<file path="src/rtl/core/bfd_pkg.sv">
// Shared types and constants for the box filter downscaler.
`timescale 1ns / 1ps
`default_nettype none
package bfd_pkg;

   localparam int MAX_DIM      = 4096;
   localparam int MAX_CHANNELS = 4;
   localparam int POS_W        = $clog2(MAX_DIM);
   localparam int SZ_W         = POS_W + 1;
   localparam int PIX_W        = 8;
   localparam int SUM_W        = 32;
   localparam int AREA_W       = 2 * POS_W + 1;
   localparam int REM_W        = SUM_W + 1;
   localparam int QBITS        = 8;
   localparam int QB_W         = $clog2(QBITS);
   localparam int CC_W         = 3;

   localparam logic [2:0] REG_SRC_WIDTH  = 3'd0;
   localparam logic [2:0] REG_SRC_HEIGHT = 3'd1;
   localparam logic [2:0] REG_DST_WIDTH  = 3'd2;
   localparam logic [2:0] REG_DST_HEIGHT = 3'd3;
   localparam logic [2:0] REG_CHANNELS   = 3'd4;

   typedef enum logic [2:0] {
      ST_CLEAR,
      ST_IDLE,
      ST_ACC,
      ST_DIV,
      ST_OUT
   } state_type;

   typedef struct packed {
      logic              take;
      logic              rd;
      logic              acc;
      logic              last;
      logic              wr;
      logic              div;
      logic [QB_W-1:0]   bit_idx;
      logic [POS_W-1:0]  addr;
      logic [AREA_W-1:0] area;
   } lane_ctl_type;

   typedef struct packed {
      logic             load;
      logic [POS_W-1:0] col;
      logic [POS_W-1:0] row;
      logic             done;
   } out_meta_type;

   typedef struct packed {
      logic [SZ_W-1:0] src_width;
      logic [SZ_W-1:0] src_height;
      logic [SZ_W-1:0] dst_width;
      logic [SZ_W-1:0] dst_height;
      logic [CC_W-1:0] channel_count;
   } cfg_regs_type;

endpackage
`default_nettype wire

</file>
<file path="src/rtl/core/bfd_ctrl.sv">
// Position counters, configuration, block size setup and item sequencer.
`timescale 1ns / 1ps
`default_nettype none
module bfd_ctrl
   import bfd_pkg::*;
(
   input  wire logic         clock,
   input  wire logic         reset,
   input  wire logic         cfg_wr,
   input  wire logic [2:0]   cfg_idx,
   input  wire logic [31:0]  cfg_data,
   input  wire logic         req_valid,
   input  wire logic         out_free,
   output      logic         req_ready,
   output      lane_ctl_type ctl,
   output      out_meta_type meta,
   output      cfg_regs_type regs
);
   cfg_regs_type      regs_ff, regs_in;
   state_type         state_ff, state_in;
   logic [POS_W-1:0]  clr_ff, clr_in;
   logic [SZ_W-1:0]   qx_ff, qx_in, rx_ff, rx_in, qy_ff, qy_in, ry_ff, ry_in;
   logic [SZ_W-1:0]   limx_ff, limx_in, limy_ff, limy_in;
   logic [AREA_W-1:0] area_ff, area_in;
   logic              ok_ff, ok_in;
   logic [POS_W-1:0]  scol_ff, scol_in, srow_ff, srow_in, bcol_ff, bcol_in;
   logic [POS_W-1:0]  brow_ff, brow_in, dcol_ff, dcol_in, drow_ff, drow_in;
   logic [POS_W-1:0]  icol_ff, icol_in, irow_ff, irow_in;
   logic              ilast_ff, ilast_in, idone_ff, idone_in;
   logic [QB_W-1:0]   bit_ff, bit_in;
   logic [SZ_W-1:0]   rx_try, ry_try;
   logic [SZ_W:0]     subx, suby;
   logic              col_act, row_act, take, dims_ok;
   logic [2*SZ_W-1:0] prod_x, prod_y, prod_a;

   assign rx_try = {rx_ff[SZ_W-2:0], qx_ff[SZ_W-1]};
   assign ry_try = {ry_ff[SZ_W-2:0], qy_ff[SZ_W-1]};
   assign subx   = {1'b0, rx_try} - {1'b0, regs_ff.dst_width};
   assign suby   = {1'b0, ry_try} - {1'b0, regs_ff.dst_height};
   assign prod_x = qx_ff * regs_ff.dst_width;
   assign prod_y = qy_ff * regs_ff.dst_height;
   assign prod_a = qx_ff * qy_ff;

   assign dims_ok = regs_ff.src_width  != '0 && regs_ff.src_width  <= SZ_W'(MAX_DIM) &&
                    regs_ff.src_height != '0 && regs_ff.src_height <= SZ_W'(MAX_DIM) &&
                    regs_ff.dst_width  != '0 && regs_ff.dst_width  <= SZ_W'(MAX_DIM) &&
                    regs_ff.dst_height != '0 && regs_ff.dst_height <= SZ_W'(MAX_DIM) &&
                    regs_ff.channel_count != '0 &&
                    regs_ff.channel_count <= CC_W'(MAX_CHANNELS);

   assign col_act = {1'b0, scol_ff} < limx_ff;
   assign row_act = {1'b0, srow_ff} < limy_ff;
   assign take    = state_ff == ST_IDLE && req_valid && ok_ff;

   // block sizes, limits and area, worked out during the clearing pass
   always_comb begin
      qx_in = qx_ff; rx_in = rx_ff; qy_in = qy_ff; ry_in = ry_ff;
      limx_in = limx_ff; limy_in = limy_ff; area_in = area_ff; ok_in = ok_ff;
      if (state_ff == ST_CLEAR) begin
         if (clr_ff == '0) begin
            qx_in = regs_ff.src_width;  rx_in = '0;
            qy_in = regs_ff.src_height; ry_in = '0;
            ok_in = 1'b0;
         end else if (clr_ff <= POS_W'(SZ_W)) begin
            qx_in = {qx_ff[SZ_W-2:0], !subx[SZ_W]};
            rx_in = subx[SZ_W] ? rx_try : subx[SZ_W-1:0];
            qy_in = {qy_ff[SZ_W-2:0], !suby[SZ_W]};
            ry_in = suby[SZ_W] ? ry_try : suby[SZ_W-1:0];
         end else if (clr_ff == POS_W'(SZ_W + 1)) begin
            limx_in = prod_x[SZ_W-1:0];
            limy_in = prod_y[SZ_W-1:0];
            area_in = prod_a[AREA_W-1:0];
            ok_in   = dims_ok && qx_ff != '0 && qy_ff != '0;
         end
      end
   end

   // raster position counters
   always_comb begin
      scol_in = scol_ff; srow_in = srow_ff; bcol_in = bcol_ff;
      brow_in = brow_ff; dcol_in = dcol_ff; drow_in = drow_ff;
      if (cfg_wr) begin
         scol_in = '0; srow_in = '0; bcol_in = '0;
         brow_in = '0; dcol_in = '0; drow_in = '0;
      end else if (take) begin
         if (col_act) begin
            if ({1'b0, bcol_ff} + SZ_W'(1) >= qx_ff) begin
               bcol_in = '0;
               dcol_in = dcol_ff + POS_W'(1);
            end else begin
               bcol_in = bcol_ff + POS_W'(1);
            end
         end
         scol_in = scol_ff + POS_W'(1);
         if ({1'b0, scol_ff} + SZ_W'(1) >= regs_ff.src_width) begin
            scol_in = '0; bcol_in = '0; dcol_in = '0;
            if (row_act) begin
               if ({1'b0, brow_ff} + SZ_W'(1) >= qy_ff) begin
                  brow_in = '0;
                  drow_in = drow_ff + POS_W'(1);
               end else begin
                  brow_in = brow_ff + POS_W'(1);
               end
            end
            srow_in = srow_ff + POS_W'(1);
            if ({1'b0, srow_ff} + SZ_W'(1) >= regs_ff.src_height) begin
               srow_in = '0; brow_in = '0; drow_in = '0;
            end
         end
      end
   end

   // sequencer
   always_comb begin
      state_in = state_ff;
      clr_in   = clr_ff;
      bit_in   = bit_ff;
      icol_in  = icol_ff; irow_in = irow_ff; ilast_in = ilast_ff; idone_in = idone_ff;
      regs_in  = regs_ff;
      req_ready = 1'b0;
      ctl      = '0;
      ctl.area = area_ff;
      meta.load = 1'b0;
      meta.col  = icol_ff;
      meta.row  = irow_ff;
      meta.done = idone_ff;
      case (state_ff)
         ST_CLEAR: begin
            ctl.wr   = 1'b1;
            ctl.addr = clr_ff;
            clr_in   = clr_ff + POS_W'(1);
            if (clr_ff == POS_W'(MAX_DIM - 1)) begin
               state_in = ST_IDLE;
            end
         end
         ST_IDLE: begin
            req_ready = 1'b1;
            if (take && col_act && row_act) begin
               ctl.take = 1'b1;
               ctl.rd   = 1'b1;
               ctl.addr = dcol_ff;
               icol_in  = dcol_ff;
               irow_in  = drow_ff;
               ilast_in = {1'b0, bcol_ff} + SZ_W'(1) == qx_ff &&
                          {1'b0, brow_ff} + SZ_W'(1) == qy_ff;
               idone_in = {1'b0, dcol_ff} + SZ_W'(1) == regs_ff.dst_width &&
                          {1'b0, drow_ff} + SZ_W'(1) == regs_ff.dst_height;
               state_in = ST_ACC;
            end
         end
         ST_ACC: begin
            ctl.acc  = 1'b1;
            ctl.wr   = 1'b1;
            ctl.last = ilast_ff;
            ctl.addr = icol_ff;
            bit_in   = QB_W'(QBITS - 1);
            state_in = ilast_ff ? ST_DIV : ST_IDLE;
         end
         ST_DIV: begin
            ctl.div     = 1'b1;
            ctl.bit_idx = bit_ff;
            bit_in      = bit_ff - QB_W'(1);
            if (bit_ff == '0) begin
               state_in = ST_OUT;
            end
         end
         ST_OUT: begin
            if (out_free) begin
               meta.load = 1'b1;
               state_in  = ST_IDLE;
            end
         end
         default: state_in = ST_CLEAR;
      endcase
      // any register write restarts the image
      if (cfg_wr) begin
         state_in = ST_CLEAR;
         clr_in   = '0;
         case (cfg_idx)
            REG_SRC_WIDTH:  regs_in.src_width     = cfg_data[SZ_W-1:0];
            REG_SRC_HEIGHT: regs_in.src_height    = cfg_data[SZ_W-1:0];
            REG_DST_WIDTH:  regs_in.dst_width     = cfg_data[SZ_W-1:0];
            REG_DST_HEIGHT: regs_in.dst_height    = cfg_data[SZ_W-1:0];
            REG_CHANNELS:   regs_in.channel_count = cfg_data[CC_W-1:0];
            default: ;
         endcase
      end
   end

   always_ff @(posedge clock) begin
      if (reset) begin
         state_ff <= ST_CLEAR;
         clr_ff   <= '0;
         ok_ff    <= 1'b0;
         regs_ff  <= '{src_width: SZ_W'(1), src_height: SZ_W'(1), dst_width: SZ_W'(1),
                       dst_height: SZ_W'(1), channel_count: CC_W'(MAX_CHANNELS)};
         scol_ff <= '0; srow_ff <= '0; bcol_ff <= '0;
         brow_ff <= '0; dcol_ff <= '0; drow_ff <= '0;
      end else begin
         state_ff <= state_in;
         clr_ff   <= clr_in;
         ok_ff    <= ok_in;
         regs_ff  <= regs_in;
         scol_ff <= scol_in; srow_ff <= srow_in; bcol_ff <= bcol_in;
         brow_ff <= brow_in; dcol_ff <= dcol_in; drow_ff <= drow_in;
      end
   end

   always_ff @(posedge clock) begin
      qx_ff <= qx_in; rx_ff <= rx_in; qy_ff <= qy_in; ry_ff <= ry_in;
      limx_ff <= limx_in; limy_ff <= limy_in; area_ff <= area_in;
      bit_ff <= bit_in;
      icol_ff <= icol_in; irow_ff <= irow_in; ilast_ff <= ilast_in; idone_ff <= idone_in;
   end

   assign regs = regs_ff;
endmodule
`default_nettype wire

</file>
<file path="config.mk">
export PLATFORM = sky130hd
export DESIGN_NAME = bfd_ctrl
export DESIGN_NICKNAME = d
export VERILOG_FILES = /design/src/rtl/core/bfd_pkg.sv /design/src/rtl/core/bfd_ctrl.sv
export SDC_FILE = /design/constraint.sdc
export NUM_CORES = 1
export LEC_CHECK = 0
export BUFFER_PORTS_ARGS = -buffer_cell sky130_fd_sc_hd__buf_2
export CAP_MARGIN = 25
export CORE_MARGIN = 3
export CORE_UTILIZATION = 33
export CTS_CLUSTER_SIZE = 8
export DETAILED_ROUTE_END_ITERATION = 10
export PLACE_DENSITY = 0.49
export SYNTH_ARGS = -nofsm -noshare
export SYNTH_HDL_FRONTEND = slang
export SYNTH_SLANG_ARGS = --single-unit
</file>
<file path="constraint.sdc">
create_clock -name clock -period 6.7 [get_ports clock]
set_input_delay 1.34 -clock clock [delete_from_list [all_inputs] [get_ports clock]]
set_output_delay 1.34 -clock clock [all_outputs]
set_load 0.02 [all_outputs]
</file>
==> results.py <==
metrics = {
    "sta": {
        "final.min_clock_period_ns": 6.13,
        "setup_viol": 0,
        "finalHoldViolations": 0,
        "slew_viol_final": 0,
        "skew_ns": 0.0276,
        "tns_ns": 0,
        "clock.fmax_mhz": 163,
        "relSlewSlack_pct": 33.7,
        "period_share_pct": 91.5,
        "worst_pin_slew_ns": 0.993,
        "rsz0062_at_grt": "false",
    },
    "floorplan": {
        "die_h_um": 284,
        "core_area_sq_um": 76300,
        "start_util_pct": 33.5,
        "dieArea_sq_um": 80900,
        "die_x_um": 284,
        "rows": 101,
        "num_io_pins": 168,
    },
    "placement": {
        "dp.cells": 4031,
        "place_area_sq_um": 27700,
        "place_hpwl_mm": 60.5,
        "gp_congestion": 0.844,
        "port_buffers": 148,
    },
    "worst_setup_path": {
        "critPathArrivalTime_ns": 6.45,
        "cpMostUsedCell": "fa_1",
        "rrSetupSlack_ns": 0.57,
        "critPathMaxFanout": 18,
        "required_ns": 7.02,
        "critPathLaunchType": "register",
        "r2r_end": "area_ff[24]$_DFFE_PP_",
        "worstSetupStartpoint": "qy_ff[6]$_DFFE_PP_",
        "critical_path.slowest_cell": "edfxtp_1",
        "path_cells": "nand2_1, fa_1, fa_1, inv_1, fa_1, fa_1, inv_1, fa_1, inv_1, ha_1, a21oi_2, a21oi_1, or4b_1, o221ai_2, o21bai_1, a21o_1, a211oi_2, xnor2_1",
        "reg2reg_from": "qy_ff[6]$_DFFE_PP_",
        "r2r_cells": 18,
        "endpoint": "area_ff[24]$_DFFE_PP_",
        "endpoint_kind": "register",
        "max_stage_delay_ns": 0.86,
        "critPathKind": "register to register",
    },
    "clock_tree": {
        "cts_hold_buf": 0,
        "post-cts-setup-buffers": 0,
        "cts_tree": "built",
        "clk_latency_ns": 0.58,
        "htree_levels": 2,
        "clock_path_buffers": 3,
        "cts_buffers": 41,
        "clkSinkCount": 273,
        "postCtsResizedCells": 0,
        "cts-root-buf": "clkbuf_16",
        "cts.clk_slew.worst_paths_ns": 0.06,
    },
    "synthesis": {
        "yosysMostFrequentCell": "inv_1",
        "ys_types": 79,
        "syn_inst": 2902,
        "yosysWarnings": 0,
        "yosys_most_used_dff": "dfxtp_1",
        "synth_edf_count": 130,
        "yosysSeqAreaShare_pct": 26.4,
        "ys_seq_elements": 273,
        "yosysTopAreaCellShare_pct": 17.1,
        "synthesis.nets": 3411,
        "synth_area_per_cell_sq_um": 8.82,
        "synth_common_cells": "inv_1 (448), nand2_1 (404), ha_1 (251)",
        "synth_largest_area_cell": "fa_1",
        "synth_area_leaders": "fa_1 (17%), edfxtp_1 (15%), ha_1 (12%)",
        "synth.cell_area_sq_um": 25600,
        "synth-async-reset-ratio_pct": 0,
    },
    "drt": {
        "met3_wirelength_mm": 5.45,
        "wl_mm": 79.1,
        "dr_wl_met2_mm": 35.9,
        "top_layer": "met4",
        "via_per_inst": 5.04,
        "avgRoutedWirePerCell_um": 19.3,
        "first_pass_iters": 6,
        "remaining_drc_errors": 0,
        "ant_nets": 0,
        "routedLengthMet1_mm": 35.6,
        "drtIter0Drc": 1143,
        "via_count": 20700,
    },
    "run": {
        "maxCapViolCount": 0,
    },
    "power_and_ir_drop": {
        "powerDensity_nw_per_um2": 204,
        "p_leak_nw": 13.0,
        "peakVddDrop_uv": 214,
    },
    "grt": {
        "grt_pass1_vias": 21300,
        "grt-ovfl-total": 0,
        "grt_usage_pct": 19.6,
        "antenna_found_initial": 3,
        "grt_pass1_wl_mm": 125,
        "grt_max_degree": 74,
    },
    "final_layout": {
        "final_area_sq_um": 29000,
        "syn2layout_area_growth_pct": 13.2,
        "fin_nets": 3554,
        "instances_no_fill": 4104,
        "drive_gt1_share_pct": 10.3,
        "antenna_cells": 0,
    },
    "worst_hold_path": {
        "hold_class": "register to register",
        "hold_path_depth": 2,
    },
    "run_status": {
        "outcome": "finished, final reports clean",
    },
}
final cells by class:
cell class                 instances  area, sq um
timing repair buffer             216         1270
sequential                       273         6770
inverter                         463         1740
clock inverter                     4         92.6
fill                            7716        47400
multi-input combinational       2050        16600
clock buffer                      68         1170
tap                             1030         1290
through the flow:
stage	worst slack [ns]	hold slack, ns	power (mW)	utilization, %
global placement	0.603	0.455	3.82	36.2
detailed placement	0.599	0.484	3.86	36.3
floorplan	0.883	0.444	3.42	-
global route	0.325	0.511	6.26	37.9
CTS	0.557	0.493	5.98	37.9
finish	0.571	0.498	5.92	37.9
flip-flops by register name (all words and copies together) (netlist names), 13 cells and up:
name,count
area_ff,25
qy_ff,13
limx_ff,13
regs,55
limy_ff,13
qx_ff,13
how the worst min path moves through the flow:
stage,start,to,slack (ns)
finish,bcol_ff[1]$_SDFFE_PP0P_,bcol_ff[1]$_SDFFE_PP0P_,0.50
global route,scol_ff[1]$_SDFFE_PP0P_,scol_ff[1]$_SDFFE_PP0P_,0.51
CTS,brow_ff[4]$_SDFFE_PP0P_,brow_ff[4]$_SDFFE_PP0P_,0.49
detailed placement,brow_ff[11]$_SDFFE_PP0P_,brow_ff[11]$_SDFFE_PP0P_,0.48
global placement,bcol_ff[1]$_SDFFE_PP0P_,bcol_ff[1]$_SDFFE_PP0P_,0.45
floorplan,bcol_ff[1]$_SDFFE_PP0P_,bcol_ff[1]$_SDFFE_PP0P_,0.44
power breakdown:
group	switching, mW	leakage [nW]	total (mW)	internal, mW
combinational	1.12	10.0	1.90	0.786
sequential	0.0827	2.44	1.95	1.87
clock	0.846	0.600	2.07	1.23
logic make-up after synthesis:
family | synth area share [%]
AOI/OAI and AO/OA | 10.2
xor gates and xnor gates | 6.91
adders and majority gates | 29.3
buffers and inverters | 8.65
DFF | 26.4
muxes | 1.12
and+or+nand+nor | 17.4
worst max-delay path: cells and delay by family, from the launching register on:
kind	cells	cell delay (ns)
compound gates	6	1.10
xor+xnor	1	0.08
flops	1	0.86
buf+inv	3	0.16
fa+ha+maj	6	2.98
simple gates	2	0.67
layout by cell type (no fill, tap or decap), drive strengths merged, types with 6 or more instances in the layout:
master,Yosys,final
a211o,6,6
a211oi,24,24
a21o,18,18
a21oi,141,141
a222oi,12,12
and2,67,67
and3,39,39
buf,26,216
clkbuf,90,68
clkinv,15,18
dfxtp,143,143
edfxtp,130,130
fa,218,218
ha,251,251
inv,448,448
mux2i,23,23
nand2,404,404
nand2b,8,8
nand3,81,81
nand3b,14,14
nand4,24,24
nor2,197,197
nor2b,17,17
nor3,25,25
nor4,32,32
o211ai,16,16
o21a,21,21
o21ai,95,95
o21bai,11,11
o31ai,14,14
or2,9,9
or3,24,24
xnor2,137,137
xor2,65,65
routing by layer:
metal	track usage, %	vias to the layer above
met5	0	-
met4	5.48	0
met3	4.02	104
met2	31.8	587
met1	26.5	10200
li1	-	9797
Power figures use the tool's default switching activity.
